`src/hdl/fstc_pkg.sv`:
```
package fstc_pkg;

  // default line length and circle geometry
  localparam int unsigned MaxWidthDefault = 2048;
  localparam int unsigned NumCirc         = 16;
  localparam int unsigned WinDim          = 7;
  localparam int unsigned RowBytes        = 6;
  localparam logic [7:0]  PixMax          = 8'hFF;

  // circle offsets, clockwise from the top
  localparam int CircDy [NumCirc] = '{-3, -3, -2, -1, 0, 1, 2, 3, 3, 3, 2, 1, 0, -1, -2, -3};
  localparam int CircDx [NumCirc] = '{0, 1, 2, 3, 3, 3, 2, 1, 0, -1, -2, -3, -3, -3, -2, -1};

  // register indexes
  typedef enum logic [1:0] {
    CFG_WIDTH  = 2'd0,
    CFG_HEIGHT = 2'd1,
    CFG_THRESH = 2'd2,
    CFG_ARC    = 2'd3
  } cfg_idx_e;

  typedef struct packed {
    logic [11:0] width;
    logic [15:0] height;
    logic [7:0]  thresh;
    logic [4:0]  arc;
  } cfg_t;

  // per-pixel control that travels with the line buffer request
  typedef struct packed {
    logic                 res;
    logic                 last;
    logic [7:0]           fresh;
    logic [NumCirc-1:0]   in_img;
  } item_t;

endpackage

```
`src/hdl/fstc_arc.sv`:
```
module fstc_arc (
  input  logic                          clk_i,
  input  logic                          rst_ni,
  input  logic                          load_i,
  input  logic [fstc_pkg::NumCirc-1:0]  bright_i,
  input  logic [fstc_pkg::NumCirc-1:0]  dark_i,
  input  logic                          last_i,
  input  logic [4:0]                    arc_i,
  input  logic                          out_ready_i,
  output logic                          out_valid_o,
  output logic                          out_is_corner_o,
  output logic                          out_frame_end_o
);
  import fstc_pkg::*;

  logic               out_valid_q;
  logic               corner_q, end_q;
  logic [4:0]         arc_eff;
  logic [NumCirc-1:0] br_acc, dk_acc;

  // circular run test: some start bit and the arc_eff - 1 bits after it are all set
  always_comb begin
    if (arc_i == 5'd0) begin
      arc_eff = 5'd1;
    end else if (arc_i > 5'(NumCirc)) begin
      arc_eff = 5'(NumCirc);
    end else begin
      arc_eff = arc_i;
    end
    br_acc = bright_i;
    dk_acc = dark_i;
    for (int k = 1; k < NumCirc; k++) begin
      if (5'(k) < arc_eff) begin
        br_acc = br_acc & ((bright_i >> k) | (bright_i << (NumCirc - k)));
        dk_acc = dk_acc & ((dark_i >> k) | (dark_i << (NumCirc - k)));
      end
    end
  end

  // output register
  always_ff @(posedge clk_i or negedge rst_ni) begin
    if (!rst_ni) begin
      out_valid_q <= 1'b0;
    end else if (load_i) begin
      out_valid_q <= 1'b1;
    end else if (out_ready_i) begin
      out_valid_q <= 1'b0;
    end
  end

  always_ff @(posedge clk_i) begin
    if (load_i) begin
      corner_q <= (|br_acc) || (|dk_acc);
      end_q    <= last_i;
    end
  end

  assign out_valid_o     = out_valid_q;
  assign out_is_corner_o = corner_q;
  assign out_frame_end_o = end_q;

endmodule

```
`config.mk`:
```
export PLATFORM = sky130hd
export DESIGN_NAME = fstc_arc
export DESIGN_NICKNAME = d
export VERILOG_FILES = /design/src/hdl/fstc_pkg.sv /design/src/hdl/fstc_arc.sv
export SDC_FILE = /design/constraint.sdc
export NUM_CORES = 1
export LEC_CHECK = 0
export ABC_CLOCK_PERIOD_IN_PS = 1100
export BUFFER_PORTS_ARGS = -buffer_cell sky130_fd_sc_hd__buf_4
export CAP_MARGIN = 20
export CORE_UTILIZATION = 48
export CTS_CLUSTER_DIAMETER = 50
export DETAILED_ROUTE_END_ITERATION = 16
export GPL_ROUTABILITY_DRIVEN = 0
export PLACE_DENSITY = 0.72
export SETUP_SLACK_MARGIN = 0.15
export SLEW_MARGIN = 5
export SYNTH_ARGS = -nofsm -noshare
export SYNTH_HDL_FRONTEND = slang
export SYNTH_SLANG_ARGS = --single-unit
```
`constraint.sdc`:
```
create_clock -name clk_i -period 1.1 [get_ports clk_i]
set_clock_uncertainty 0.05 [all_clocks]
set_input_delay 0.055 -clock clk_i [delete_from_list [all_inputs] [get_ports clk_i]]
set_output_delay 0.055 -clock clk_i [all_outputs]
set_load 0.005 [all_outputs]
```
==> results of run 1 <==
[metal layers]
| metal | track usage [%] | GRT overflow |
|---|---|---|
| met5 | 23.1 | 0 |
| met4 | 70.8 | 24 |
| met2 | 88.8 | 11 |
| met3 | 58.9 | 0 |
| met1 | 73.3 | 0 |
[kinds of logic after synthesis]
logic type	share of synthesized area, %
buffers and inverters	14.8
adders and majority gates	0.289
and+or+nand+nor	27.0
AOI/OAI and AO/OA	55.5
DFF	2.45
[synthesized netlist by cell type, drive strengths merged (3+ instances only)]
master,n,share of area [%]
o211ai,3,0.65
a2111oi,11,2.8
o21ai,57,8.2
nor2,61,7.3
buf,36,6.0
o221ai,21,5.3
a32oi,3,0.76
nor3,3,0.43
nor2b,17,3.1
o22ai,126,23
or4,9,1.9
inv,11,1.2
nand4,9,1.6
a21oi,36,5.2
a211oi,5,1.2
nor4,27,4.9
o22a,6,1.5
clkbuf,69,7.5
nand2,37,4.1
o21a,4,0.87
nand3,5,0.87
[per-stage QoR]
| step | util [%] | TNS [ns] | hold WS [ns] | setup slack, ns | cells |
|---|---|---|---|---|---|
| after floorplan | - | -0.812 | -0.291 | -0.812 | 593 |
| after global placement | 70.3 | -1.22 | -0.219 | -1.22 | 786 |
| after detailed placement | 70.3 | -1.31 | -0.218 | -1.31 | 786 |
| after CTS | 74.8 | -0.949 | 0.00378 | -0.949 | 808 |
[timing repair]
action,CTS
buffers inserted,16
setup endpoints to repair,1
resized for setup,19
pin swaps,12
hold buffers,2
endpoints found under the hold margin,2
==> results.sh, run 1 <==
export IMPL_worst_endpoint="out_is_corner_o$_DFFE_PP_/D"
export IMPL_synth_ff_type="edfxtp_1"
export IMPL_cts_buffer_depth=2
export IMPL_synthCells=593
export IMPL_fp_dieH_um=87.0
export IMPL_cts_root_buf="clkbuf_8"
export IMPL_dpl_cell_area_um2=4830
export IMPL_synthArstFlopShare_pct=33.3
export IMPL_synth_seq_cells=3
export IMPL_syn_cell_area_um2=3470
export IMPL_gr_total_overflow=35
export IMPL_yosysUniqueCellTypes=59
export IMPL_worst_endpoint_kind="register data pin"
export IMPL_rows=30
export IMPL_yosys_warnings=0
export IMPL_syn_num_nets=635
export IMPL_outcome="did not finish"
export IMPL_die_x_um=87.0
export IMPL_portBuffers=44
export IMPL_dp_hpwl_um=12600
export IMPL_io_pins=45
export IMPL_grt_usage_pct=72.8
export IMPL_initial_utilization_pct=50.5
export IMPL_haltStage="global routing"
export IMPL_syn_avg_cell_area_um2=5.84
export IMPL_synth_edf_count=2
export IMPL_stop_error="[ERROR GRT-0232] Routing congestion too high. Check the congestion heatmap in the GUI."
export IMPL_cts_made_buffers=3
export IMPL_yosysSeqAreaShare_pct=2.45
export IMPL_htree_num_levels=1
export IMPL_clock_sinks=3
export IMPL_grt_max_degree=20
==> run 2, diff against run 1 <==
--- a/config.mk
+++ b/config.mk
@@ -8,12 +8,10 @@
 export ABC_CLOCK_PERIOD_IN_PS = 1100
 export BUFFER_PORTS_ARGS = -buffer_cell sky130_fd_sc_hd__buf_4
 export CAP_MARGIN = 20
-export CORE_UTILIZATION = 48
-export CTS_CLUSTER_DIAMETER = 50
+export CORE_UTILIZATION = 33
 export DETAILED_ROUTE_END_ITERATION = 16
 export GPL_ROUTABILITY_DRIVEN = 0
-export PLACE_DENSITY = 0.72
-export SETUP_SLACK_MARGIN = 0.15
+export PLACE_DENSITY_LB_ADDON = 0.15
 export SLEW_MARGIN = 5
 export SYNTH_ARGS = -nofsm -noshare
 export SYNTH_HDL_FRONTEND = slang
==> run 2 against run 1 <==
Effect of this change: the flow now finishes, with violations (negative setup slack); synthesized area stayed put; synthesized cell count stayed put.
==> results.sh, run 2 <==
export IMPL_dieArea_um2=10900
export IMPL_crit_start="arc_i[4]"
export IMPL_hold_ws_ns=0.0117
export IMPL_fmax_ghz=0.485
export IMPL_r2r_end="out_valid_o$_DFFE_PN0P_"
export IMPL_synth_top_area_share_pct=22.7
export IMPL_htree_num_levels=1
export IMPL_cp_data_required_time_ns=0.99
export IMPL_rsz0062_at_grt="yes"
export IMPL_cts_buffer_depth=2
export IMPL_path_buf_inv=5
export IMPL_switching_power_mw=1.41
export IMPL_ff2ff_setup_slack_ns=0.40
export IMPL_syn_cell_area_um2=3470
export IMPL_synthTopCellsByArea="o22ai_1 (23%), o21ai_0 (8.1%), clkbuf_1 (7.5%), nor2_1 (6.2%), o221ai_1 (5.3%)"
export IMPL_tightest_slew_ns=0.613
export IMPL_yosysUniqueCellTypes=59
export IMPL_gr_total_overflow=0
export IMPL_yosys_warnings=0
export IMPL_antenna_found_initial=0
export IMPL_grt_max_degree=18
export IMPL_cts_root_buf="clkbuf_8"
export IMPL_clkLatencyLatePin_ns=0.21
export IMPL_synthCells=593
export IMPL_layout_common_cells="buf_4 (212), o22ai_1 (119), nor2_1 (55), o21ai_0 (54), nand2_1 (36)"
export IMPL_syn_avg_cell_area_um2=5.84
export IMPL_rows=37
export IMPL_first_iter_violations=673
export IMPL_min_path_type="in -> reg"
export IMPL_yosysSeqAreaShare_pct=2.45
export IMPL_worstSetupPathType="in -> reg"
export IMPL_r2r_start="out_valid_o$_DFFE_PN0P_"
export IMPL_initial_utilization_pct=33.9
export IMPL_grt_usage_pct=34.2
export IMPL_io_pins=45
export IMPL_pwr_share_comb_pct=85.1
export IMPL_clock_sinks=3
export IMPL_final_layout_size_suffix_gt1_share_pct=40.7
export IMPL_synthArstFlopShare_pct=33.3
export IMPL_setup_slack_ns=-0.962
export IMPL_hold_viol_final=0
export IMPL_dr_pass1_iters=6
export IMPL_clkPwrFrac_pct=10.5
export IMPL_worst_path_stages=13
export IMPL_synth_top_area_cell="o22ai_1"
export IMPL_first_global_vias=5764
export IMPL_final_util_pct=56.5
export IMPL_ant_nets=0
export IMPL_slowest_stage="and4_4"
export IMPL_reg2reg_depth=1
export IMPL_cpLargestDelayFamily="simple AND/OR/NAND/NOR gates"
export IMPL_dp_hpwl_um=13200
export IMPL_clk_pin_slew_ns=0.03
export IMPL_wire_per_inst_um=22.1
export IMPL_antenna_cells=0
export IMPL_switching_share_pct=47.3
export IMPL_crit_path_end_kind="register"
export IMPL_p_per_area_nw_per_um2=515
export IMPL_violations="negative setup slack"
export IMPL_portBuffers=44
export IMPL_grt_pass1_wl_um=30500
export IMPL_synth_commonest_cells="o22ai_1 (126), clkbuf_1 (69), nor2_1 (57)"
export IMPL_max_slew_margin_rel_pct=58.1
export IMPL_ir_drop_uv=441
export IMPL_synth_most_common_cell="o22ai_1"
export IMPL_synth_ff_type="edfxtp_1"
export IMPL_p_int_mw=1.57
export IMPL_die_x_um=104
export IMPL_synth_edf_count=2
export IMPL_path_cells="buf_6 -> or2_4 -> buf_8 -> nor2_4 -> buf_4 -> buf_4 -> buf_6 -> o22ai_2 -> nor2_1 -> and3_4 -> nor4_4 -> and4_4 -> nand3_2"
export IMPL_finalSetupViolCount=1
export IMPL_outcome="finished with violations"
export IMPL_arrival_ns=1.95
export IMPL_routed_wl_um=19600
export IMPL_finalCriticalPeriod_ns=2.06
export IMPL_crit_end="out_is_corner_o$_DFFE_PP_"
export IMPL_syn_num_nets=635
export IMPL_p_leak_nw=2.31
export IMPL_fp_dieH_um=104
export IMPL_viasPerCell=6.88
export IMPL_post_route_drc_count=0
export IMPL_critical_path_max_stage_delay_ns=0.27
export IMPL_cts_tree="done"
export IMPL_areaGrowthSynthToFinish_pct=66.8
export IMPL_p_seq_share_pct=4.5
export IMPL_final_nets=792
export IMPL_crit_fanout=9
export IMPL_core_um2=10200
export IMPL_crit_path_start_kind="input pin"
export IMPL_synth_seq_cells=3
export IMPL_cts_made_buffers=3
export IMPL_dr_total_vias=6090
export IMPL_drv_cap=0
export IMPL_drv_slew=0
export IMPL_min_from="load_i"
export IMPL_setup_tns_ns=-0.962
export IMPL_finalCritPeriodShare_pct=187
export IMPL_final_common_cell="buf_4"
==> run 2: cell counts after synthesis <==
Identical to the previous run, type by type.
==> run 2: cell families after synthesis <==
kind of cell | Yosys count | synth area share (%)
compound gates | 292 | 55.5
fa+ha+maj | 1 | 0.289
buf+inv | 117 | 14.8
flops | 3 | 2.45
simple gates | 180 | 27.0
==> run 2: layout make-up <==
class | count | area [µm²]
repair buffers | 256 | 2300
fillers | 995 | 4450
well taps | 136 | 170
inverters | 12 | 45.0
flip-flops and latches | 3 | 85.1
clock buffers | 4 | 45.0
multi-input cells | 474 | 3140
==> run 2: how the worst min path moves through the flow <==
stage / to / slack, ns / cells after the start
final: out_valid_o$_DFFE_PN0P_ / 0.01 / 2
after global placement: out_valid_o$_DFFE_PN0P_ / -0.22 / 1
after floorplan: out_valid_o$_DFFE_PN0P_ / -0.29 / 0
after global routing: out_is_corner_o$_DFFE_PP_ / 0.01 / 1
after CTS: out_valid_o$_DFFE_PN0P_ / 0.01 / 2
after detailed placement: out_valid_o$_DFFE_PN0P_ / -0.22 / 1
==> run 2: routing by layer <==
| layer | global-route usage (%) | part of all wire (%) | vias to the layer above |
|---|---|---|---|
| li1 | - | - | 2647 |
| met1 | 43.4 | 37 | 2727 |
| met2 | 55.5 | 45 | 577 |
| met3 | 6.14 | 12 | 139 |
| met4 | 16.6 | 6.1 | 0 |
| met5 | 0 | 0 | - |
==> run 2: repair_timing <==
action / in CTS / in global routing
buffers inserted: 29 / 5
pin swaps: 28 / 21
hold buffers: 2 / 0
gates cloned: 2 / 0
endpoints found under the setup margin: 1 / 1
endpoints found under the hold margin: 2 / 0
gates resized for setup: 55 / 30
==> run 2: power groups by stage <==
stage / clock network (mW) / logic [mW] / registers [mW]
floorplan: 0 / 1.12 / 0.136
global route: 0.339 / 2.66 / 0.134
global placement: 0 / 2.12 / 0.134
finish: 0.312 / 2.53 / 0.133
detailed placement: 0 / 2.13 / 0.135
CTS: 0.326 / 2.34 / 0.133
==> run 2: per-stage QoR <==
| step | worst slack, ns | cells | total power, mW | instance area [µm²] |
|---|---|---|---|---|
| 2_1_floorplan | -0.812 | 593 | 1.25 | 3470 |
| 3_3_place_gp | -1.40 | 843 | 2.25 | 5030 |
| 3_5_place_dp | -1.45 | 843 | 2.26 | 5030 |
| 4_1_cts | -0.920 | 880 | 2.80 | 5610 |
| 5_1_grt | -1.02 | 885 | 3.13 | 5780 |
| 6_report | -0.962 | 885 | 2.98 | 5780 |
(Power assumes the default switching activity.)
