<file path="src/hdl/fstc_pkg.sv">
package fstc_pkg;

  // default line length and circle geometry
  localparam int unsigned MaxWidthDefault = 2048;
  localparam int unsigned NumCirc         = 16;
  localparam int unsigned WinDim          = 7;
  localparam int unsigned RowBytes        = 6;
  localparam logic [7:0]  PixMax          = 8'hFF;

  // circle offsets, clockwise from the top
  localparam int CircDy [NumCirc] = '{-3, -3, -2, -1, 0, 1, 2, 3, 3, 3, 2, 1, 0, -1, -2, -3};
  localparam int CircDx [NumCirc] = '{0, 1, 2, 3, 3, 3, 2, 1, 0, -1, -2, -3, -3, -3, -2, -1};

  // register indexes
  typedef enum logic [1:0] {
    CFG_WIDTH  = 2'd0,
    CFG_HEIGHT = 2'd1,
    CFG_THRESH = 2'd2,
    CFG_ARC    = 2'd3
  } cfg_idx_e;

  typedef struct packed {
    logic [11:0] width;
    logic [15:0] height;
    logic [7:0]  thresh;
    logic [4:0]  arc;
  } cfg_t;

  // per-pixel control that travels with the line buffer request
  typedef struct packed {
    logic                 res;
    logic                 last;
    logic [7:0]           fresh;
    logic [NumCirc-1:0]   in_img;
  } item_t;

endpackage

</file>
<file path="src/hdl/fstc_ctrl.sv">
module fstc_ctrl #(
  parameter int unsigned MaxWidth = fstc_pkg::MaxWidthDefault
) (
  input  logic                          clk_i,
  input  logic                          rst_ni,
  input  logic                          cfg_valid_i,
  output logic                          cfg_ready_o,
  input  logic [1:0]                    cfg_index_i,
  input  logic [15:0]                   cfg_data_i,
  input  logic                          in_valid_i,
  output logic                          in_ready_o,
  input  logic                          in_kind_i,
  input  logic [7:0]                    in_pixel_i,
  input  logic                          a_free_i,
  output logic                          adv_o,
  output logic [$clog2(MaxWidth)-1:0]   addr_o,
  output fstc_pkg::item_t               item_o,
  output logic [7:0]                    thresh_o,
  output logic [4:0]                    arc_o
);
  import fstc_pkg::*;

  localparam int unsigned CW = $clog2(MaxWidth);
  localparam int unsigned WW = $clog2(MaxWidth + 1);
  localparam int unsigned RW = 17;
  localparam int unsigned PW = WW + RW;

  cfg_t           cfg_q;
  logic           settle_q;
  logic [CW-1:0]  in_col_q, in_col_d, out_col_q, out_col_d;
  logic [RW-1:0]  in_row_q, in_row_d;
  logic [15:0]    out_row_q, out_row_d;
  logic [PW-1:0]  pos_q, pos_d, opos_q, opos_d, total_q;
  logic [WW-1:0]  w_eff;
  logic [15:0]    h_eff;
  logic [PW-1:0]  thr;
  logic           acc, in_ok, drop, adv, res, last;
  logic [WW:0]    col_p1, ocol_p1;
  logic [6:0]     row_ok, col_ok;
  logic [17:0]    row_sh;
  logic [WW+1:0]  col_sh;
  logic [NumCirc-1:0] circ_in;

  // configuration registers, writes always taken
  assign cfg_ready_o = 1'b1;

  always_ff @(posedge clk_i or negedge rst_ni) begin
    if (!rst_ni) begin
      cfg_q.width  <= 12'd640;
      cfg_q.height <= 16'd480;
      cfg_q.thresh <= 8'd20;
      cfg_q.arc    <= 5'd9;
      settle_q     <= 1'b1;
    end else begin
      settle_q <= cfg_valid_i;
      if (cfg_valid_i) begin
        unique case (cfg_idx_e'(cfg_index_i))
          CFG_WIDTH:  cfg_q.width  <= cfg_data_i[11:0];
          CFG_HEIGHT: cfg_q.height <= cfg_data_i;
          CFG_THRESH: cfg_q.thresh <= cfg_data_i[7:0];
          CFG_ARC:    cfg_q.arc    <= cfg_data_i[4:0];
          default:    cfg_q        <= cfg_q;
        endcase
      end
    end
  end

  // effective geometry
  always_comb begin
    if (cfg_q.width == 12'd0) begin
      w_eff = WW'(1);
    end else if (32'(cfg_q.width) > MaxWidth) begin
      w_eff = WW'(MaxWidth);
    end else begin
      w_eff = WW'(cfg_q.width);
    end
    h_eff = (cfg_q.height == 16'd0) ? 16'd1 : cfg_q.height;
    thr   = (PW'(w_eff) << 1) + PW'(w_eff) + PW'(3);
  end

  assign thresh_o = cfg_q.thresh;
  assign arc_o    = cfg_q.arc;

  // request decode
  assign in_ready_o = !settle_q && a_free_i;
  assign acc        = in_valid_i && in_ready_o;
  assign in_ok      = pos_q < total_q;
  assign drop       = in_kind_i && in_ok;
  assign adv        = acc && !drop;
  assign res        = pos_q >= thr;
  assign col_p1     = (WW+1)'(in_col_q) + (WW+1)'(1);
  assign ocol_p1    = (WW+1)'(out_col_q) + (WW+1)'(1);

  // circle rows and columns that fall inside the frame
  always_comb begin
    for (int d = 0; d < 7; d++) begin
      row_sh    = 18'(out_row_q) + 18'(d);
      col_sh    = (WW+2)'(out_col_q) + (WW+2)'(d);
      row_ok[d] = (row_sh >= 18'd3) && (row_sh < 18'(h_eff) + 18'd3);
      col_ok[d] = (col_sh >= (WW+2)'(3)) && (col_sh < (WW+2)'(w_eff) + (WW+2)'(3));
    end
    for (int k = 0; k < NumCirc; k++) begin
      circ_in[k] = row_ok[CircDy[k] + 3] && col_ok[CircDx[k] + 3];
    end
  end

  // position counters
  always_comb begin
    in_col_d  = in_col_q;
    in_row_d  = in_row_q;
    pos_d     = pos_q;
    out_col_d = out_col_q;
    out_row_d = out_row_q;
    opos_d    = opos_q;
    last      = 1'b0;
    if (adv) begin
      if (col_p1 >= (WW+1)'(w_eff)) begin
        in_col_d = '0;
        in_row_d = in_row_q + RW'(1);
        pos_d    = pos_q + PW'(w_eff) - PW'(in_col_q);
      end else begin
        in_col_d = CW'(col_p1);
        pos_d    = pos_q + PW'(1);
      end
      if (res) begin
        if (ocol_p1 >= (WW+1)'(w_eff)) begin
          out_col_d = '0;
          out_row_d = out_row_q + 16'd1;
          opos_d    = opos_q + PW'(w_eff) - PW'(out_col_q);
        end else begin
          out_col_d = CW'(ocol_p1);
          opos_d    = opos_q + PW'(1);
        end
        last = opos_d >= total_q;
        if (last) begin
          in_col_d  = '0;
          in_row_d  = '0;
          pos_d     = '0;
          out_col_d = '0;
          out_row_d = '0;
          opos_d    = '0;
        end
      end
    end
  end

  always_ff @(posedge clk_i or negedge rst_ni) begin
    if (!rst_ni) begin
      in_col_q  <= '0;
      in_row_q  <= '0;
      out_col_q <= '0;
      out_row_q <= '0;
      pos_q     <= '0;
      opos_q    <= '0;
    end else if (settle_q) begin
      pos_q  <= PW'(in_row_q) * PW'(w_eff) + PW'(in_col_q);
      opos_q <= PW'(out_row_q) * PW'(w_eff) + PW'(out_col_q);
    end else begin
      in_col_q  <= in_col_d;
      in_row_q  <= in_row_d;
      out_col_q <= out_col_d;
      out_row_q <= out_row_d;
      pos_q     <= pos_d;
      opos_q    <= opos_d;
    end
  end

  // frame size product, refreshed after each register write
  always_ff @(posedge clk_i) begin
    if (settle_q) begin
      total_q <= PW'(w_eff) * PW'(h_eff);
    end
  end

  assign adv_o         = adv;
  assign addr_o        = in_col_q;
  assign item_o.res    = res;
  assign item_o.last   = last;
  assign item_o.fresh  = (!in_kind_i && in_ok) ? in_pixel_i : 8'd0;
  assign item_o.in_img = circ_in;

endmodule

</file>
<file path="config.mk">
export PLATFORM = sky130hd
export DESIGN_NAME = fstc_ctrl
export DESIGN_NICKNAME = d
export VERILOG_FILES = /design/src/hdl/fstc_pkg.sv /design/src/hdl/fstc_ctrl.sv
export SDC_FILE = /design/constraint.sdc
export NUM_CORES = 2
export LEC_CHECK = 0
export BUFFER_PORTS_ARGS = -buffer_cell sky130_fd_sc_hd__buf_2
export CORE_MARGIN = 1
export CORE_UTILIZATION = 65
export DETAILED_ROUTE_END_ITERATION = 6
export GPL_ROUTABILITY_DRIVEN = 0
export PLACE_DENSITY = 0.82
export SETUP_SLACK_MARGIN = 0.1
export SYNTH_ARGS = -nofsm -noshare
export SYNTH_HDL_FRONTEND = slang
export SYNTH_SLANG_ARGS = --single-unit
</file>
<file path="constraint.sdc">
create_clock -name clk_i -period 21.4 [get_ports clk_i]
set_input_delay 4.28 -clock clk_i [delete_from_list [all_inputs] [get_ports clk_i]]
set_output_delay 4.28 -clock clk_i [all_outputs]
set_load 0.03 [all_outputs]
</file>
# --- Word level (Yosys, flattened, before mapping) ---
# Index checks and enable logic that the tools add are counted.
# W data, S select, Z words.
totals:
  regBits: 183
op_classes:
  n_addsub: 28
  magnitude_cmp: 34
  bitwise: 1
  mul: 3
  eq_ne: 3
  n_reduce_logical: 52
  mux: 28
ops:
  columns: ["cell", "n"]
  rows:
  - ["$mux W29", 12]
  - ["$ge A17 B2 Y1 const B", 6]
  - ["$lt A17 B18 Y1", 5]
  - ["$ge A12 B2 Y1 const B", 6]
  - ["$lt A12 B14 Y1", 5]
  - ["$add A29 B1 Y29 const B", 2]
  - ["$add A29 B12 Y29", 2]
  - ["$sub A29 B11 Y29", 2]
  - ["$mux W11", 5]
  - ["$add A16 B2 Y17 const B", 3]
  - ["$add A16 B3 Y17 const B", 3]
  - ["$mux W17", 3]
  - ["$mux W16", 3]
  - ["$add A11 B1 Y12 const B", 3]
  - ["$add A11 B3 Y12 const B", 3]
  - ["$logic_and A1 B1 Y1", 35]
  - ["$add A28 B11 Y29", 1]
  - ["$add A29 B11 Y29", 1]
  - ["$ge A29 B15 Y1", 1]
  - ["$ge A29 B28 Y1", 1]
  - ["$lt A29 B28 Y1", 1]
  - ["$mul A17 B12 Y29", 1]
  - ["$mul A12 B16 Y28", 1]
  - ["$mul A16 B12 Y28", 1]
  - ["29 further kinds", 43]

# --- Depth between registers and ports, before layout ---
depth:
  ltp_word: 13
  ltp_mapped: 29
  mapped_depth_nobuf: 28

# --- Worst setup path before layout ---
# Ideal clock, no wire load.
synth_path:
  kind: "register -> output"
  start: "reg cfg_q[40] (netlist name)"
  end: "out item_o[24] (netlist name)"
  path_slack_ns: 11.036
  path_stages_with_launch: 26
  path_buffers: 4
  arrival_time_ns: 6.084
  cell_sequence: "dfrtp_1 > clkbuf_1 > nor2b_1 > clkbuf_1 > clkbuf_1 > fa_1 > ha_1 > o21a_1 > a2111oi_0 > nor2_1 > a211oi_1 > a211oi_1 > o211ai_1 > a21boi_0 > mux2_2 > o31a_1 > ha_1 > a21oi_1 > and3_1 > nand4_1 > o21ai_2 > nand3_2 > a32o_1 > nor2_2 > nor2_2 > buf_4"
synth_via:
  elab_chain_len: 11
synth_lines:
  columns: ["element", "line_no", "source"]
  rows:
  - ["start, declared", "fstc_ctrl.sv:28", "cfg_t cfg_q;"]
  - ["start signal, assigned", "fstc_ctrl.sv:62", "default: cfg_q <= cfg_q;"]
  - ["$gt A12 B12 Y1", "fstc_ctrl.sv:72", "end else if (32'(cfg_q.width) > MaxWidth) begin"]
  - ["$mux W12", "fstc_ctrl.sv:72", null]
  - ["$mux W12 (*)", "fstc_ctrl.sv:70", "if (cfg_q.width == 12'd0) begin"]
  - ["$add A29 B12 Y29", "fstc_ctrl.sv:129", "opos_d = opos_q + PW'(w_eff) - PW'(out_col_q);"]
  - ["$sub A29 B11 Y29", "fstc_ctrl.sv:129", null]
  - ["$mux W29", "fstc_ctrl.sv:126", "if (ocol_p1 >= (WW+1)'(w_eff)) begin"]
  - ["$mux W29", "fstc_ctrl.sv:125", "if (res) begin"]
  - ["$mux W29", "fstc_ctrl.sv:116", "if (adv) begin"]
  - ["$ge A29 B28 Y1", "fstc_ctrl.sv:134", "last = opos_d >= total_q;"]
  - ["$mux W1 (*)", "fstc_ctrl.sv:125", null]
  - ["$mux W1 (*)", "fstc_ctrl.sv:116", null]
  - ["end, declared", "fstc_ctrl.sv:17", "output fstc_pkg::item_t item_o,"]
# Mark *: on every way between the ends. The rest lies on a longest branch, timed or not. The select of a mux whose other input is x is not followed.

==> results.sh <==
export IMPL_hold_viol_final=0
export IMPL_path_clk_slew_ps=80
export IMPL_ioPinCount=85
export IMPL_grt_use_met2=0.590
export IMPL_cts_tree="yes"
export IMPL_netlist_instances=5169
export IMPL_max_slew_margin=0.142
export IMPL_yosys_register_bits=183
export IMPL_place_ws_ps=9530
export IMPL_drv_slew=0
export IMPL_violations="design-rule violations"
export IMPL_clock_skew_ps=18.6
export IMPL_timing_final_crit_share=0.593
export IMPL_grt_setup_unrepaired="false"
export IMPL_busiest_layer="met2"
export IMPL_mostFrequentLayoutCells="inv_1 (793), ha_1 (663), nand2_1 (571)"
export IMPL_status="complete, but fails checks"
export IMPL_antenna_found_initial=6
export IMPL_numPortBuffers=83
export IMPL_drive_gt1_frac=0.0561
export IMPL_cp_arrival_ps=8410
export IMPL_synth_edff_count=28
export IMPL_ctsHoldBuffers=0
export IMPL_setup_viol=0
export IMPL_power_total_uw=6130
export IMPL_clkLatencyLatePin_ps=520
export IMPL_start_util=0.656
export IMPL_synth_cell_types=97
export IMPL_p_sw_frac=0.572
export IMPL_seqPwrFrac=0.123
export IMPL_hold_class="flip-flop to flip-flop"
export IMPL_grt_overflow=0
export IMPL_p_switching_uw=3500
export IMPL_drc=7
export IMPL_wl_per_cell_um=22.2
export IMPL_synthArstFlopShare=0.847
export IMPL_cts_sinks=183
export IMPL_clock_fmax_ghz=0.0788
export IMPL_design_die_area_mm2=0.0674
export IMPL_core_area_mm2=0.0657
export IMPL_synth_area_leaders="fa_1 (22%), ha_1 (19%), dfrtp_1 (8.4%)"
export IMPL_ys_seq_area_frac=0.110
export IMPL_fp_dieW_um=260
export IMPL_crit_type="flip-flop to primary output"
export IMPL_clk_path_buf_depth=2
export IMPL_ys_warn_count=0
export IMPL_fin_nets=6250
export IMPL_worst_pin_slew_ps=1280
export IMPL_final_common_cell="inv_1"
export IMPL_fin_setup_tns_ps=0
export IMPL_design_area_mm2=0.0447
export IMPL_p_int_uw=2630
export IMPL_synth_area_mm2=0.0431
export IMPL_cts_root_buf="clkbuf_16"
export IMPL_cts_resized=0
export IMPL_synth_top_area_cell="fa_1"
export IMPL_crit_fanout=59
export IMPL_pwr_share_clk=0.055
export IMPL_endpoint_kind="primary output"
export IMPL_crit_required_ps=17120
export IMPL_cap_violations=0
export IMPL_grt_pass1_vias=37700
export IMPL_period_needed_ps=12690
export IMPL_grt_use_met3=0.126
export IMPL_fp_dieH_um=260
export IMPL_dpl_hpwl_um=103000
export IMPL_dr_total_vias=38200
export IMPL_postCtsSetupRepairBufs=0
export IMPL_pwr_share_comb=0.822
export IMPL_syn_nets=6337
export IMPL_dr_pass1_iters=7
export IMPL_grt_max_degree=78
export IMPL_row_count=94
export IMPL_irDropWorstVdd_mv=0.276
export IMPL_ant_nets=0
export IMPL_via_per_inst=6.41
export IMPL_yosys_area_top_type_share=0.220
export IMPL_yosys_most_used_dff="dfrtp_1"
export IMPL_wl_um=133000
export IMPL_htree_levels=4
export IMPL_postPlaceCellArea_mm2=0.0441
export IMPL_syn_area_per_cell_um2=8.34
export IMPL_area_growth_pct=3.66
export IMPL_setup_slack_ps=8710
export IMPL_grt_pass1_wl_um=208000
export IMPL_power_density_mw_per_mm2=137
export IMPL_use_met1=0.511
export IMPL_crit_path_start_kind="flip-flop"
export IMPL_cts_made_buffers=17
export IMPL_dr_first_iter_drc_count=4104
export IMPL_grt_usage=0.400
export IMPL_p_leak_uw=0.0225
-- through the flow --
step                hold WS [ps]  instances  utilization
detailed placement           490       5927        0.671
global route                 513       5959        0.680
floorplan                    481       5169            -
global placement             483       5927        0.671
CTS                          507       5959        0.680
finish                       504       5961        0.680
-- routing by layer --
layer / vias to the layer above / wire length (um)
met5: - / 46
li1: 16900 / -
met1: 18300 / 49200
met2: 2408 / 56400
met3: 565 / 17600
met4: 8 / 9260
-- layout make-up --
cell class	count	area (um2)
diodes	2	5.00
clock buffers	20	457
clock inverters	12	106
fillers	5170	21000
inverters	812	3050
multi-input cells	3930	34400
flip-flops and latches	183	4740
well taps	864	1080
repair buffers	138	835
-- worst paths after layout --
| check | startpoint | endpoint | depth (start not counted) | slack [ps] |
|---|---|---|---|---|
| max in group asynchronous | rst_ni | cfg_q[40]$_DFFE_PN0P_ | 2 | 16430 |
| min | arc_o[1]$_DFFE_PN0P_ | arc_o[1]$_DFFE_PN0P_ | 1 | 500 |
| max reg2reg | cfg_q[40]$_DFFE_PN0P_ | opos_q[26]$_DFFE_PN0P_ | 24 | 12570 |
| min reg2reg | arc_o[1]$_DFFE_PN0P_ | arc_o[1]$_DFFE_PN0P_ | 1 | 500 |
| max | cfg_q[40]$_DFFE_PN0P_ | item_o[24] | 27 | 8710 |
| min in group asynchronous | rst_ni | opos_q[0]$_DFFE_PN0P_ | 1 | 3670 |
-- flip-flops by register name, indices dropped and copies added (netlist names) --
name and count:
settle_q 1, opos_q 29, thresh_o 8, out_row_q 16, total_q 28, in_row_q 17, pos_q 29, addr_o 11
cfg_q 28, arc_o 5, out_col_q 11
-- critical path: stages (launching register included) --
cell and delay [ps]:
dfrtp_2 390, buf_4 720, nor2_4 60, buf_4 350, inv_2 320, ha_1 310, inv_1 60, ha_1 290
a211o_1 330, a2111oi_0 560, nor2_1 150, a211oi_1 520, a211oi_1 220, o211ai_1 230, a21boi_0 150, mux2_2 310
o31a_1 240, ha_1 290, a21oi_1 170, and3_1 180, nand4_1 100, o21ai_2 300, nand3_2 340, a32o_1 450
nor2_2 110, buf_4 330, nor2_2 160, buf_2 210
-- power groups by stage --
stage	logic (uW)	clock network (uW)	registers [uW]
after floorplan	3670	0	624
after global placement	4730	0	744
after detailed placement	4860	0	750
after CTS	4920	335	743
after global routing	5550	344	767
final	5040	335	756
-- cells in the mapped netlist (42+ instances only) --
library cell	instances
nand2_1	571
ha_1	663
nor2b_1	46
and3_1	45
xor2_1	86
nand4_1	56
mux2_2	43
nor2_1	281
and2_1	209
xnor2_1	234
nand3_1	107
inv_1	793
nor3_1	97
a21o_1	96
a31oi_1	42
clkbuf_1	191
a21oi_1	229
o21ai_0	168
fa_1	473
dfrtp_1	144
-- cells by family after synthesis --
| family | synth area share |
|---|---|
| muxes | 0.0140 |
| xor gates and xnor gates | 0.0650 |
| AOI/OAI and AO/OA | 0.131 |
| buffers and inverters | 0.0942 |
| and+or+nand+nor | 0.174 |
| DFF | 0.110 |
| adders and majority gates | 0.412 |
| other | 0.0000869 |
Note: power is estimated with default switching activity, not from simulation.
